<file path="config.mk">
export PLATFORM = sky130hd
export DESIGN_NAME = lfu_cache_policy_flat
export DESIGN_NICKNAME = d
export VERILOG_FILES = /design/src/sv/lfu_pkg.sv /design/src/sv/lfu_req_if.sv /design/src/sv/lfu_rsp_if.sv /design/src/sv/lfu_entry_ram.sv /design/src/sv/lfu_scan.sv /design/src/sv/lfu_cache_policy.sv /design/src/flat_wrapper.sv
export SDC_FILE = /design/constraint.sdc
export NUM_CORES = 2
export LEC_CHECK = 0
export BUFFER_PORTS_ARGS = -buffer_cell sky130_fd_sc_hd__buf_2
export CAP_MARGIN = 20
export CORE_MARGIN = 4
export CORE_UTILIZATION = 55
export CTS_CLUSTER_SIZE = 14
export DETAILED_ROUTE_END_ITERATION = 12
export PLACE_DENSITY = 0.79
export RECOVER_POWER = 25
export SETUP_SLACK_MARGIN = 0.02
export SLEW_MARGIN = 20
export SYNTH_ARGS = -nofsm -noshare
export SYNTH_HDL_FRONTEND = slang
export SYNTH_SLANG_ARGS = --single-unit
export TNS_END_PERCENT = 30
</file>
<file path="constraint.sdc">
create_clock -name clock -period 23.8 [get_ports clock]
set_input_delay 1.19 -clock clock [delete_from_list [all_inputs] [get_ports clock]]
set_output_delay 1.19 -clock clock [all_outputs]
set_load 0.01 [all_outputs]
</file>
<file path="src/sv/lfu_pkg.sv">
// Shared types and constants for the LFU cache policy block.
`default_nettype none
package lfu_pkg;

   localparam int KEY_W   = 31;
   localparam int DATA_W  = 32;
   localparam int USES_W  = 32;
   localparam int STAMP_W = 32;
   localparam int CSR_W   = 5;

   localparam logic [CSR_W-1:0]  CSR_RESET = 5'd16;
   localparam logic [USES_W-1:0] USES_MAX  = '1;
   localparam logic [USES_W-1:0] USES_NEW  = 32'd1;

   typedef enum logic [1:0] {
      ST_IDLE,
      ST_SCAN,
      ST_UPDATE
   } state_type;

   typedef struct packed {
      logic [KEY_W-1:0]   key;
      logic [DATA_W-1:0]  data;
      logic [USES_W-1:0]  uses;
      logic [STAMP_W-1:0] stamp;
   } entry_type;

   typedef struct packed {
      logic clear;
      logic eval;
   } scan_ctl_type;

   typedef struct packed {
      logic              found;
      logic [DATA_W-1:0] match_data;
      logic [USES_W-1:0] match_uses;
      logic              victim_ok;
      logic [KEY_W-1:0]  victim_key;
      logic              free_ok;
   } scan_res_type;

endpackage
`default_nettype wire

</file>
<file path="src/sv/lfu_req_if.sv">
// Request channel: access type, key and put data.
`default_nettype none
interface lfu_req_if;
   import lfu_pkg::*;

   logic                     valid;
   logic                     ready;
   logic                     req_type;
   logic [KEY_W-1:0]         lookup_key;
   logic signed [DATA_W-1:0] put_value;

   modport source (output valid, output req_type, output lookup_key, output put_value,
                   input ready);
   modport sink (input valid, input req_type, input lookup_key, input put_value,
                 output ready);
endinterface
`default_nettype wire

</file>
<file path="src/sv/lfu_rsp_if.sv">
// Response channel: hit, read data and eviction report.
`default_nettype none
interface lfu_rsp_if;
   import lfu_pkg::*;

   logic                     valid;
   logic                     ready;
   logic                     hit;
   logic signed [DATA_W-1:0] read_value;
   logic                     evicted;
   logic [KEY_W-1:0]         evicted_key;

   modport source (output valid, output hit, output read_value, output evicted,
                   output evicted_key, input ready);
   modport sink (input valid, input hit, input read_value, input evicted,
                 input evicted_key, output ready);
endinterface
`default_nettype wire

</file>
<file path="src/sv/lfu_entry_ram.sv">
// Entry store: one write port, one registered read port.
`default_nettype none
module lfu_entry_ram #(
   parameter int DEPTH = 16,
   localparam int AW = (DEPTH > 1) ? $clog2(DEPTH) : 1
) (
   input  wire logic              clock,
   input  wire logic              wr_en,
   input  wire logic [AW-1:0]     wr_addr,
   input  wire lfu_pkg::entry_type wr_data,
   input  wire logic              rd_en,
   input  wire logic [AW-1:0]     rd_addr,
   output lfu_pkg::entry_type     rd_data
);
   import lfu_pkg::*;

   entry_type mem [DEPTH];

   always_ff @(posedge clock) begin
      if (wr_en) begin
         mem[wr_addr] <= wr_data;
      end
      if (rd_en) begin
         rd_data <= mem[rd_addr];
      end
   end

endmodule
`default_nettype wire

</file>
<file path="src/sv/lfu_scan.sv">
// Scan unit: one entry per cycle, tracks key match, LFU/LRU victim, free slot, occupancy.
`default_nettype none
module lfu_scan #(
   parameter int DEPTH = 16,
   localparam int AW = (DEPTH > 1) ? $clog2(DEPTH) : 1,
   localparam int CW = $clog2(DEPTH + 1)
) (
   input  wire logic                     clock,
   input  wire logic                     reset,
   input  wire lfu_pkg::scan_ctl_type    ctl,
   input  wire logic [AW-1:0]            idx,
   input  wire logic                     entry_vld,
   input  wire lfu_pkg::entry_type       entry,
   input  wire logic [lfu_pkg::KEY_W-1:0] key,
   output lfu_pkg::scan_res_type         res,
   output logic [AW-1:0]                 match_idx,
   output logic [AW-1:0]                 victim_idx,
   output logic [AW-1:0]                 free_idx,
   output logic [CW-1:0]                 used
);
   import lfu_pkg::*;

   logic               found_ff;
   logic               victim_ok_ff;
   logic               free_ok_ff;
   logic [CW-1:0]      used_ff;
   logic [AW-1:0]      match_idx_ff;
   logic [AW-1:0]      victim_idx_ff;
   logic [AW-1:0]      free_idx_ff;
   logic [DATA_W-1:0]  match_data_ff;
   logic [USES_W-1:0]  match_uses_ff;
   logic [USES_W-1:0]  best_uses_ff;
   logic [STAMP_W-1:0] best_stamp_ff;
   logic [KEY_W-1:0]   victim_key_ff;
   logic               better;
   logic               take_match;

   // fewer uses wins; on equal uses the older stamp wins; full ties keep the lower slot
   always_comb begin
      better = !victim_ok_ff || (entry.uses < best_uses_ff) ||
               ((entry.uses == best_uses_ff) && (entry.stamp < best_stamp_ff));
      take_match = !found_ff && (entry.key == key);
   end

   always_ff @(posedge clock) begin
      if (reset || ctl.clear) begin
         found_ff     <= 1'b0;
         victim_ok_ff <= 1'b0;
         free_ok_ff   <= 1'b0;
         used_ff      <= '0;
      end else if (ctl.eval) begin
         if (entry_vld) begin
            used_ff <= used_ff + CW'(1);
            if (take_match) begin
               found_ff      <= 1'b1;
               match_idx_ff  <= idx;
               match_data_ff <= entry.data;
               match_uses_ff <= entry.uses;
            end
            if (better) begin
               victim_ok_ff  <= 1'b1;
               victim_idx_ff <= idx;
               best_uses_ff  <= entry.uses;
               best_stamp_ff <= entry.stamp;
               victim_key_ff <= entry.key;
            end
         end else if (!free_ok_ff) begin
            free_ok_ff  <= 1'b1;
            free_idx_ff <= idx;
         end
      end
   end

   always_comb begin
      res.found      = found_ff;
      res.match_data = match_data_ff;
      res.match_uses = match_uses_ff;
      res.victim_ok  = victim_ok_ff;
      res.victim_key = victim_key_ff;
      res.free_ok    = free_ok_ff;
      match_idx      = match_idx_ff;
      victim_idx     = victim_idx_ff;
      free_idx       = free_idx_ff;
      used           = used_ff;
   end

endmodule
`default_nettype wire

</file>
<file path="src/sv/lfu_cache_policy.sv">
// LFU cache with LRU tie-break: top level with sequencer, valid bits and response register.
// Flow: IDLE accepts a request; SCAN reads each slot through the registered read port of the
//   entry store and the scan unit evaluates it; UPDATE writes any entry, loads the response
//   register, and waits while an earlier response is still held and not taken. Only one
//   request is in flight: the next is accepted only after the return to IDLE.
// Reset: synchronous; clears all valid bits, the access clock and the response valid,
//   and sets the capacity register to 16. Entry contents are not cleared.
`default_nettype none
module lfu_cache_policy #(
   parameter int CAPACITY = 16
) (
   input  wire logic                      clock,
   input  wire logic                      reset,
   input  wire logic                      csr_wr_en,
   input  wire logic [lfu_pkg::CSR_W-1:0] csr_wr_data,
   lfu_req_if.sink                        req_chan,
   lfu_rsp_if.source                      rsp_chan
);
   import lfu_pkg::*;

   localparam int AW   = (CAPACITY > 1) ? $clog2(CAPACITY) : 1;
   localparam int CW   = $clog2(CAPACITY + 1);
   localparam int CMPW = (CW > CSR_W) ? CW : CSR_W;

   state_type          state_ff, state_in;
   logic [CSR_W-1:0]   csr_ff, csr_in;
   logic [CW-1:0]      cnt_ff, cnt_in;
   logic [STAMP_W-1:0] clock_ff, clock_in;
   logic [CAPACITY-1:0] valid_ff, valid_in;
   logic               rsp_valid_ff, rsp_valid_in;
   logic               eval_ff;
   logic [AW-1:0]      eval_idx_ff;

   logic               is_put_ff;
   logic [KEY_W-1:0]   key_ff;
   logic [DATA_W-1:0]  value_ff;
   logic               cap_zero_ff;

   logic               rsp_hit_ff;
   logic [DATA_W-1:0]  rsp_data_ff;
   logic               rsp_evicted_ff;
   logic [KEY_W-1:0]   rsp_evkey_ff;

   logic               req_ready;
   logic               accept;
   logic               issue;
   logic               commit;
   scan_ctl_type       scan_ctl;
   scan_res_type       scan_res;
   logic [AW-1:0]      match_idx;
   logic [AW-1:0]      victim_idx;
   logic [AW-1:0]      free_idx;
   logic [CW-1:0]      used;
   entry_type          rd_entry;

   logic [CMPW-1:0]    cap_req;
   logic [CMPW-1:0]    cap_lim;
   logic               is_hit;
   logic               do_ins;
   logic               do_evict;
   logic               mem_wr;
   logic [AW-1:0]      wr_addr;
   entry_type          wr_entry;
   logic [USES_W-1:0]  uses_bump;

   // ---------------- sequencer ----------------
   always_comb begin
      state_in = state_ff;
      case (state_ff)
         ST_IDLE: begin
            if (req_chan.valid) begin
               state_in = ST_SCAN;
            end
         end
         ST_SCAN: begin
            if (cnt_ff == CW'(CAPACITY)) begin
               state_in = ST_UPDATE;
            end
         end
         ST_UPDATE: begin
            if (!rsp_valid_ff || rsp_chan.ready) begin
               state_in = ST_IDLE;
            end
         end
         default: state_in = ST_IDLE;
      endcase
   end

   always_comb begin
      req_ready = 1'b0;
      issue     = 1'b0;
      commit    = 1'b0;
      case (state_ff)
         ST_IDLE:   req_ready = 1'b1;
         ST_SCAN:   issue = (cnt_ff != CW'(CAPACITY));
         ST_UPDATE: commit = !rsp_valid_ff || rsp_chan.ready;
         default:   req_ready = 1'b0;
      endcase
   end

   assign accept         = req_chan.valid && req_ready;
   assign req_chan.ready = req_ready;
   assign scan_ctl       = '{clear: accept, eval: eval_ff};

   always_comb begin
      cnt_in = cnt_ff;
      if (accept) begin
         cnt_in = '0;
      end else if (issue) begin
         cnt_in = cnt_ff + CW'(1);
      end
   end

   always_comb begin
      csr_in = csr_wr_en ? csr_wr_data : csr_ff;
   end

   always_ff @(posedge clock) begin
      if (reset) begin
         state_ff <= ST_IDLE;
         csr_ff   <= CSR_RESET;
         cnt_ff   <= '0;
         eval_ff  <= 1'b0;
      end else begin
         state_ff <= state_in;
         csr_ff   <= csr_in;
         cnt_ff   <= cnt_in;
         eval_ff  <= issue;
      end
   end

   always_ff @(posedge clock) begin
      eval_idx_ff <= cnt_ff[AW-1:0];
      if (accept) begin
         is_put_ff   <= req_chan.req_type;
         key_ff      <= req_chan.lookup_key;
         value_ff    <= req_chan.put_value;
         cap_zero_ff <= (csr_ff == '0);
      end
   end

   // ---------------- entry store and scan ----------------
   lfu_entry_ram #(.DEPTH(CAPACITY)) u_ram (
      .clock   (clock),
      .wr_en   (mem_wr),
      .wr_addr (wr_addr),
      .wr_data (wr_entry),
      .rd_en   (issue),
      .rd_addr (cnt_ff[AW-1:0]),
      .rd_data (rd_entry)
   );

   lfu_scan #(.DEPTH(CAPACITY)) u_scan (
      .clock      (clock),
      .reset      (reset),
      .ctl        (scan_ctl),
      .idx        (eval_idx_ff),
      .entry_vld  (valid_ff[eval_idx_ff]),
      .entry      (rd_entry),
      .key        (key_ff),
      .res        (scan_res),
      .match_idx  (match_idx),
      .victim_idx (victim_idx),
      .free_idx   (free_idx),
      .used       (used)
   );

   // ---------------- update ----------------
   always_comb begin
      cap_req   = CMPW'(csr_ff);
      cap_lim   = (cap_req > CMPW'(CAPACITY)) ? CMPW'(CAPACITY) : cap_req;
      is_hit    = !cap_zero_ff && scan_res.found;
      do_ins    = !cap_zero_ff && !scan_res.found && is_put_ff;
      // store full (or shrunk below occupancy): replace the LFU/LRU entry
      do_evict  = do_ins && (CMPW'(used) >= cap_lim) && scan_res.victim_ok;
      uses_bump = (scan_res.match_uses == USES_MAX) ? scan_res.match_uses
                                                    : scan_res.match_uses + USES_W'(1);
      mem_wr    = commit && (is_hit || (do_ins && (do_evict || scan_res.free_ok)));
      wr_entry.key   = key_ff;
      wr_entry.stamp = clock_ff;
      if (is_hit) begin
         wr_addr       = match_idx;
         wr_entry.data = is_put_ff ? value_ff : scan_res.match_data;
         wr_entry.uses = uses_bump;
      end else begin
         wr_addr       = do_evict ? victim_idx : free_idx;
         wr_entry.data = value_ff;
         wr_entry.uses = USES_NEW;
      end
   end

   always_comb begin
      valid_in = valid_ff;
      if (mem_wr && do_ins) begin
         valid_in[wr_addr] = 1'b1;
      end
      clock_in = mem_wr ? clock_ff + STAMP_W'(1) : clock_ff;
      rsp_valid_in = commit ? 1'b1 : (rsp_chan.ready ? 1'b0 : rsp_valid_ff);
   end

   always_ff @(posedge clock) begin
      if (reset) begin
         valid_ff     <= '0;
         clock_ff     <= '0;
         rsp_valid_ff <= 1'b0;
      end else begin
         valid_ff     <= valid_in;
         clock_ff     <= clock_in;
         rsp_valid_ff <= rsp_valid_in;
      end
   end

   always_ff @(posedge clock) begin
      if (commit) begin
         rsp_hit_ff     <= is_hit;
         rsp_data_ff    <= (is_hit && !is_put_ff) ? scan_res.match_data : '0;
         rsp_evicted_ff <= do_evict;
         rsp_evkey_ff   <= do_evict ? scan_res.victim_key : '0;
      end
   end

   assign rsp_chan.valid       = rsp_valid_ff;
   assign rsp_chan.hit         = rsp_hit_ff;
   assign rsp_chan.read_value  = $signed(rsp_data_ff);
   assign rsp_chan.evicted     = rsp_evicted_ff;
   assign rsp_chan.evicted_key = rsp_evkey_ff;

   // ---------------- assertions ----------------
   a_accept_starts_scan: assert property (@(posedge clock) disable iff (reset)
      accept |=> (state_ff == ST_SCAN) && (cnt_ff == '0))
      else $error("scan did not start after request accept");

   a_fill_free_slot: assert property (@(posedge clock) disable iff (reset)
      (mem_wr && do_ins && !do_evict) |-> !valid_ff[wr_addr])
      else $error("insert without eviction hit an occupied slot");

   a_victim_valid: assert property (@(posedge clock) disable iff (reset)
      (commit && do_evict) |-> valid_ff[victim_idx])
      else $error("evicted slot was not valid");

   a_clock_step: assert property (@(posedge clock) disable iff (reset)
      mem_wr |=> (clock_ff == $past(clock_ff) + STAMP_W'(1)))
      else $error("access clock did not advance on entry write");

   a_no_write_on_zero: assert property (@(posedge clock) disable iff (reset)
      (commit && cap_zero_ff) |-> !mem_wr)
      else $error("entry written with capacity zero");

endmodule
`default_nettype wire

</file>
<file path="src/flat_wrapper.sv">
// flat-port wrapper written by rule: the top's interface ports become plain ports
module lfu_cache_policy_flat import lfu_pkg::*;
#(
   parameter int CAPACITY = 16
)
  (clock, reset, csr_wr_en, csr_wr_data, req_chan_valid, req_chan_req_type, req_chan_lookup_key, req_chan_put_value, req_chan_ready, rsp_chan_valid, rsp_chan_hit, rsp_chan_read_value, rsp_chan_evicted, rsp_chan_evicted_key, rsp_chan_ready);
  lfu_req_if req_chan_i ();
  lfu_rsp_if rsp_chan_i ();
  input  wire logic clock;
  input  wire logic reset;
  input  wire logic csr_wr_en;
  input  wire logic [lfu_pkg::CSR_W-1:0] csr_wr_data;
  input wire logic [$bits(req_chan_i.valid)-1:0] req_chan_valid;
  input wire logic [$bits(req_chan_i.req_type)-1:0] req_chan_req_type;
  input wire logic [$bits(req_chan_i.lookup_key)-1:0] req_chan_lookup_key;
  input wire logic [$bits(req_chan_i.put_value)-1:0] req_chan_put_value;
  output wire logic [$bits(req_chan_i.ready)-1:0] req_chan_ready;
  output wire logic [$bits(rsp_chan_i.valid)-1:0] rsp_chan_valid;
  output wire logic [$bits(rsp_chan_i.hit)-1:0] rsp_chan_hit;
  output wire logic [$bits(rsp_chan_i.read_value)-1:0] rsp_chan_read_value;
  output wire logic [$bits(rsp_chan_i.evicted)-1:0] rsp_chan_evicted;
  output wire logic [$bits(rsp_chan_i.evicted_key)-1:0] rsp_chan_evicted_key;
  input wire logic [$bits(rsp_chan_i.ready)-1:0] rsp_chan_ready;
  assign req_chan_i.valid = req_chan_valid;
  assign req_chan_i.req_type = req_chan_req_type;
  assign req_chan_i.lookup_key = req_chan_lookup_key;
  assign req_chan_i.put_value = req_chan_put_value;
  assign req_chan_ready = req_chan_i.ready;
  assign rsp_chan_valid = rsp_chan_i.valid;
  assign rsp_chan_hit = rsp_chan_i.hit;
  assign rsp_chan_read_value = rsp_chan_i.read_value;
  assign rsp_chan_evicted = rsp_chan_i.evicted;
  assign rsp_chan_evicted_key = rsp_chan_i.evicted_key;
  assign rsp_chan_i.ready = rsp_chan_ready;
  lfu_cache_policy #(.CAPACITY(CAPACITY)) u_core (.clock(clock), .reset(reset), .csr_wr_en(csr_wr_en), .csr_wr_data(csr_wr_data), .req_chan(req_chan_i), .rsp_chan(rsp_chan_i));
endmodule
</file>
== Word level (Yosys, flattened, before mapping) ==
Memories as Yosys holds them, arrays and structs flattened. A register that Yosys moved wholly into a read port is not among the register bits.
Index checks and enable logic that the tools add are counted.

* Magnitude comparators: 7
* Muxes and demuxes: 21
* $add $sub $neg: 4
* Eq/ne operators: 10
* Bitwise gates (word level): 4
* Reduce and logical (&&, ||, !) cells: 36

{| class="wikitable"
|+ Operator list
! kind !! count
|-
| $add A32 B1 Y32 const B || 2
|-
| $lt A32 B32 Y1 || 2
|-
| $mux W32 || 2
|-
| $mux W64 || 1
|-
| $eq A32 B32 Y1 || 1
|-
| $eq A32 B32 Y1 const B || 1
|-
| $eq A31 B31 Y1 || 1
|-
| $or A16 B16 Y16 || 1
|-
| $logic_and A1 B1 Y1 || 13
|-
| $reduce_and A4 Y1 || 3
|-
| $add A5 B1 Y5 const B || 2
|-
| $lt A4 B5 Y1 const B || 2
|-
| $mux W1 || 9
|-
| $reduce_and A3 Y1 || 3
|-
| $mux W4 || 2
|-
| $logic_or A1 B1 Y1 || 6
|-
| $mux W2 || 3
|-
| $pmux W2 S3 || 1
|-
| $eq A5 B5 Y1 const B || 1
|-
| $ge A5 B5 Y1 || 1
|-
| $gt A5 B5 Y1 const B || 1
|-
| $logic_not A1 Y1 || 5
|-
| $logic_not A5 Y1 || 1
|-
| $mux W5 || 1
|-
| 13 further kinds || 17
|}

* Memories: 1
* Bits in writable memories: 2032
* Input bits: 74
* Output and inout port bits: 67
* Register bits after elaboration: 375

{| class="wikitable"
|+ Memory list
! memory !! words !! bits a word !! rd ports !! clocked after Yosys merged registers in !! wr ports !! RTL line !! source
|-
| u_core.u_ram.mem || 16 || 127 || 1 || 1 || 1 || lfu_entry_ram.sv:17 || <nowiki>entry_type mem [DEPTH];</nowiki>
|}

== Longest topological paths before layout ==
* Depth after elaboration: 12
* Depth in mapped cells: 11
* Mapped depth without buffers: 10

== Cells and area by module ==
A second synthesis with hierarchy kept.

* Cells, all modules: 4525
* Area total of the unflattened synthesis: 96294.9 um^2

{| class="wikitable"
|+ Modules (own cells, without submodules)
! module !! cells an instance !! area each (um^2) !! times used !! sequential area each (um^2)
|-
| lfu_entry_ram || 3321 || 80085.6 || 1 || 64832.2
|-
| lfu_cache_policy || 726 || 8789.7 || 1 || 5225.0
|-
| lfu_scan || 478 || 7419.6 || 1 || 5295.1
|}

== Least setup slack after synthesis ==
Ideal clock, no wire load.

* Path kind: input port to flip-flop
* Start point: input rsp_chan_ready
* End point: memory u_core.u_ram.mem[7][0] (netlist bit), enable pin
* Path buffers: 1
* Data required time: 23032 ps
* Arrival: 11704 ps
* Stages on the path: 6
* Setup slack: 11328 ps
* Path through: nand2b_1 nand2_1 inv_1 nand2b_1 clkbuf_1 nor3_1

* Word-level cells in the longest chain between the ends: 5

{| class="wikitable"
|+ Ends and longest elaborated chain
! what !! RTL line !! source
|-
| start: declaration || flat_wrapper.sv:23 || <nowiki>input wire logic [$bits(rsp_chan_i.ready)-1:0] rsp_chan_ready;</nowiki>
|-
| $logic_or A1 B1 Y1 || lfu_cache_policy.sv:96 || <nowiki>ST_UPDATE: commit = !rsp_valid_ff || rsp_chan.ready;</nowiki>
|-
| $mux W1 || lfu_cache_policy.sv:93 || <nowiki>case (state_ff)</nowiki>
|-
| named net u_core.commit || lfu_cache_policy.sv:47 || <nowiki>logic commit;</nowiki>
|-
| $logic_and A1 B1 Y1 || lfu_cache_policy.sv:178 || <nowiki>mem_wr = commit && (is_hit || (do_ins && (do_evict || scan_res.free_ok)));</nowiki>
|-
| $mux W1 || lfu_entry_ram.sv:20 || <nowiki>if (wr_en) begin</nowiki>
|-
| $mux W1 (implied by the code) || lfu_entry_ram.sv:21 || <nowiki>mem[wr_addr] <= wr_data;</nowiki>
|-
| end: declaration || lfu_entry_ram.sv:17 ||
|}

The timed path passes the listed nets, and every way through them passes these cells.

== Final worst setup path ==
* Start point: register u_core.u_scan.used_ff[0], in the netlist u_core.u_scan.used[0]
* End point: memory u_core.u_ram.mem[12][56] (netlist bit), enable pin

* Word-level cells in the longest chain between the ends: 9
* Elaborated cells on any way between the ends: 11
* Those cells by class: order compare: 1; mux: 4; reduce/logical: 6

{| class="wikitable"
|+ Ends and longest elaborated chain
! what !! RTL line !! source
|-
| start: declaration || lfu_scan.sv:26 || <nowiki>logic [CW-1:0] used_ff;</nowiki>
|-
| start signal: assignment || lfu_scan.sv:53 || <nowiki>used_ff <= used_ff + CW'(1);</nowiki>
|-
| $ge A5 B5 Y1 * || lfu_cache_policy.sv:175 || <nowiki>do_evict = do_ins && (CMPW'(used) >= cap_lim) && scan_res.victim_ok;</nowiki>
|-
| $logic_and A1 B1 Y1 * (2 in a row) || lfu_cache_policy.sv:175 ||
|-
| $logic_or A1 B1 Y1 || lfu_cache_policy.sv:178 ||
|-
| $logic_and A1 B1 Y1 || lfu_cache_policy.sv:178 ||
|-
| $logic_or A1 B1 Y1 || lfu_cache_policy.sv:178 ||
|-
| $logic_and A1 B1 Y1 || lfu_cache_policy.sv:178 ||
|-
| $mux W1 || lfu_entry_ram.sv:20 ||
|-
| $mux W1 (implied by the code) || lfu_entry_ram.sv:21 ||
|}

Mark *: on every way between the ends. The rest lies on a longest branch, timed or not.

==> run metrics <==
Pwr Total 8568 uW; CTS sink count 2,534; reg2reg setup slack 18.09 ns; final slew viol count 130; GRT Residual Overflow 0; Worst Hold Class register to register; Worst-Margin Slew 4.834 ns; hold path endpoint u_core.u_scan.match_data_ff[13]$_DFFE_PP_; nets@finish 4,597; Slew Limit Headroom -222.3%; die area 0.1813 mm2; Commonest cells post-synth 2,460 x edfxtp_1, 640 x mux4_2, 122 x clkbuf_1; Leak 0.03047 uW; Reg clk slew, reported paths 0.07 ns; final hold violation count 0; hold_sp u_core.u_ram.rd_data[77]$_DFFE_PP_; Final ANT Viol Nets 0; nature of the critical path startpoint register; row count 153; Reg-to-Reg Start u_core.u_scan.used[0]$_SDFFE_PP0P_; DIE HEIGHT 425.8 um; router iterations before antenna repair 6; gr usage total 26.07%; syn nets 4,329; TritonCTS clock tree done; critical path class register to register; largest net degree at the start of global routing 150; core area 0.1736 mm2; EDFF count, synth 2,460; DRC Markers 0; count of yosys warnings during synthesis 0; pre-CTS setup slack 17.81 ns; synth top area cells edfxtp_1 77%, mux4_2 15%, dfxtp_1 1.5%; clk_lat worst skew 0.88 ns; Crit. End Element register; Layout area overhead 11.19%; post-CTS sizing 0; sequential area share after synthesis 78.50%; first-pass GRT wire length 340,900 um; hold slack 0.4203 ns; Final WS setup 18.09 ns; vias in the first global route 47,921; Starting Density 55.29%; leading area contributor after synthesis edfxtp_1; Worst Reg-to-Reg Cells 12; reg2reg end u_core.u_ram.mem[12][56]$_DFFE_PP_; CTS Buf Count 225; Unique masters post-synth 62; Worst VDD drop 73.47 uV; drt wl/cell 33.59 um; Clock H-tree levels 4; top cell type's share of synthesized area 76.95%; Routability Congestion 0.8304; initial antenna violation count 4; Hold Buf Count CTS 0; synthesized flop and latch total 2,534; Port Buffers 140; PD cells 80.27 mW/mm2; CP max FO 49; Post-Synthesis Cells 4,182; chip width 425.8 um; RSZ-0062 raised after global routing false; DPL Wire Length 110,300 um; top_reg_cell synth edfxtp_1; asr flop ratio synth 0%; Avg Vias per Cell 6.679; Setup Total Neg Slack 0 ns; hold depth 0; failing checks max-capacitance violations, max-slew violations; Mapped Area 0.09600 mm2; most frequent cell after synthesis edfxtp_1; Critical Path RT 24.27 ns; IO Pins 141; fin crit period 5.710 ns; final WL 233,500 um; post-CTS setup repair buffer count 0; fmax 175.1 MHz; Arr. time, crit path 6.18 ns; Vias 46,431; clock buffer depth 3; final setup vio count 0; status finished, violations left; final cycle utilization of the critical path 23.99%; Final Skew 0.06007 ns; Max Cap Violations 3; mean post-synth cell area 22.95 um2; Root Driver clkbuf_16; Iteration-0 DRC Markers 6,618; share of cells above drive strength 1 26.22%
-- metrics by stage --
step	utilization [%]	cells	cell area (um2)
2_1_floorplan	-	4182	96000
3_5_place_dp	57.48	6545	99800
6_report	61.47	6952	106700
5_1_grt	61.47	6951	106700
3_3_place_gp	57.47	6544	99780
4_1_cts	61.44	6948	106700
-- logic make-up (layout without fill, tap and decap cells) --
group	count (synthesis)	in the layout	share of synthesized area, %
AO/OA/AOI/OAI	125	125	0.8928
XOR/XNOR	88	88	0.8029
adder cells (fa/ha/maj)	73	73	0.9515
buffers and inverters	259	703	1.034
flip-flops	2534	2534	78.50
multiplexers	683	683	15.51
other	0	1	0
AND/OR/NAND/NOR	420	420	2.315
-- registers in the layout (all words and copies together) (netlist names), 5 cells and up --
signal / flops
u_core.u_scan.used: 5
u_core.u_scan.best_uses_ff: 32
u_core.cnt_ff: 5
u_core.rsp_chan.evicted_key: 31
u_core.value_ff: 32
u_core.u_scan.match_uses_ff: 32
u_core.u_ram.rd_data: 127
u_core.u_scan.match_data_ff: 32
u_core.u_scan.best_stamp_ff: 32
u_core.valid_ff: 16
u_core.u_ram.mem: 2032
u_core.cap_req: 5
u_core.key_ff: 31
u_core.u_scan.victim_key_ff: 31
u_core.rsp_chan.read_value: 32
u_core.clock_ff: 32
-- routing by layer --
metal	up-vias	global-route usage, %	wire length, um
met1	24426	34.40	81370
li1	18048	-	-
met3	600	4.851	22360
met4	4	10.59	10450
met2	3353	43.44	119300
met5	-	0	26
-- critical path: stages, from the launching register on --
cell and delay [ns]:
dfxtp_1 0.39, inv_1 0.07, ha_1 0.28, nand2b_1 0.14, a21o_1 0.21, a21o_1 0.25
a21boi_2 0.30, clkinv_1 0.38, a211oi_2 0.55, nand4_1 0.39, nor2_4 0.65, buf_4 0.84
buf_4 0.72
-- worst max-delay path by stage --
stage | from | to | slack (ns) | cells after the start
2_1_floorplan | rsp_chan_ready | u_core.u_ram.mem[7][0]$_DFFE_PP_ | 11.33 | 6
3_3_place_gp | rsp_chan_ready | u_core.u_ram.mem[12][10]$_DFFE_PP_ | 17.91 | 8
3_5_place_dp | rsp_chan_ready | u_core.u_ram.mem[12][10]$_DFFE_PP_ | 17.81 | 8
4_1_cts | u_core.u_scan.used[0]$_SDFFE_PP0P_ | u_core.u_ram.mem[12][56]$_DFFE_PP_ | 18.21 | 12
5_1_grt | u_core.u_scan.used[0]$_SDFFE_PP0P_ | u_core.u_ram.mem[12][56]$_DFFE_PP_ | 17.89 | 12
6_report | u_core.u_scan.used[0]$_SDFFE_PP0P_ | u_core.u_ram.mem[12][56]$_DFFE_PP_ | 18.09 | 12
-- report_power, final --
group          total, uW  internal [uW]  switching [uW]
combinational        190           86.1             104
clock               3470           1870            1590
sequential          4910           4880            32.3
total               8570           6840            1730
-- layout make-up --
cell class	count	area, um2
Sequential cell	2534	75370
Tap cell	2325	2909
Antenna cell	1	2.502
Clock buffer	295	6070
Multi-Input combinational cell	1389	19840
Inverter	82	310.3
Timing Repair Buffer	218	1434
Clock inverter	108	803.3
Fill cell	10978	66890
-- placed cells by master (no fill, tap or decap), drive strengths merged, types with 39 or more instances in the layout --
master / netlist / layout
a21oi: 42 / 42
and2: 76 / 76
buf: 55 / 200
clkbuf: 122 / 313
clkinv: 2 / 93
dfxtp: 74 / 74
edfxtp: 2460 / 2460
ha: 73 / 73
inv: 80 / 84
mux4: 640 / 640
nand2: 58 / 58
nand4: 39 / 39
nor2: 109 / 109
xor2: 54 / 54
No activity file was read; power rests on OpenSTA's default activity.
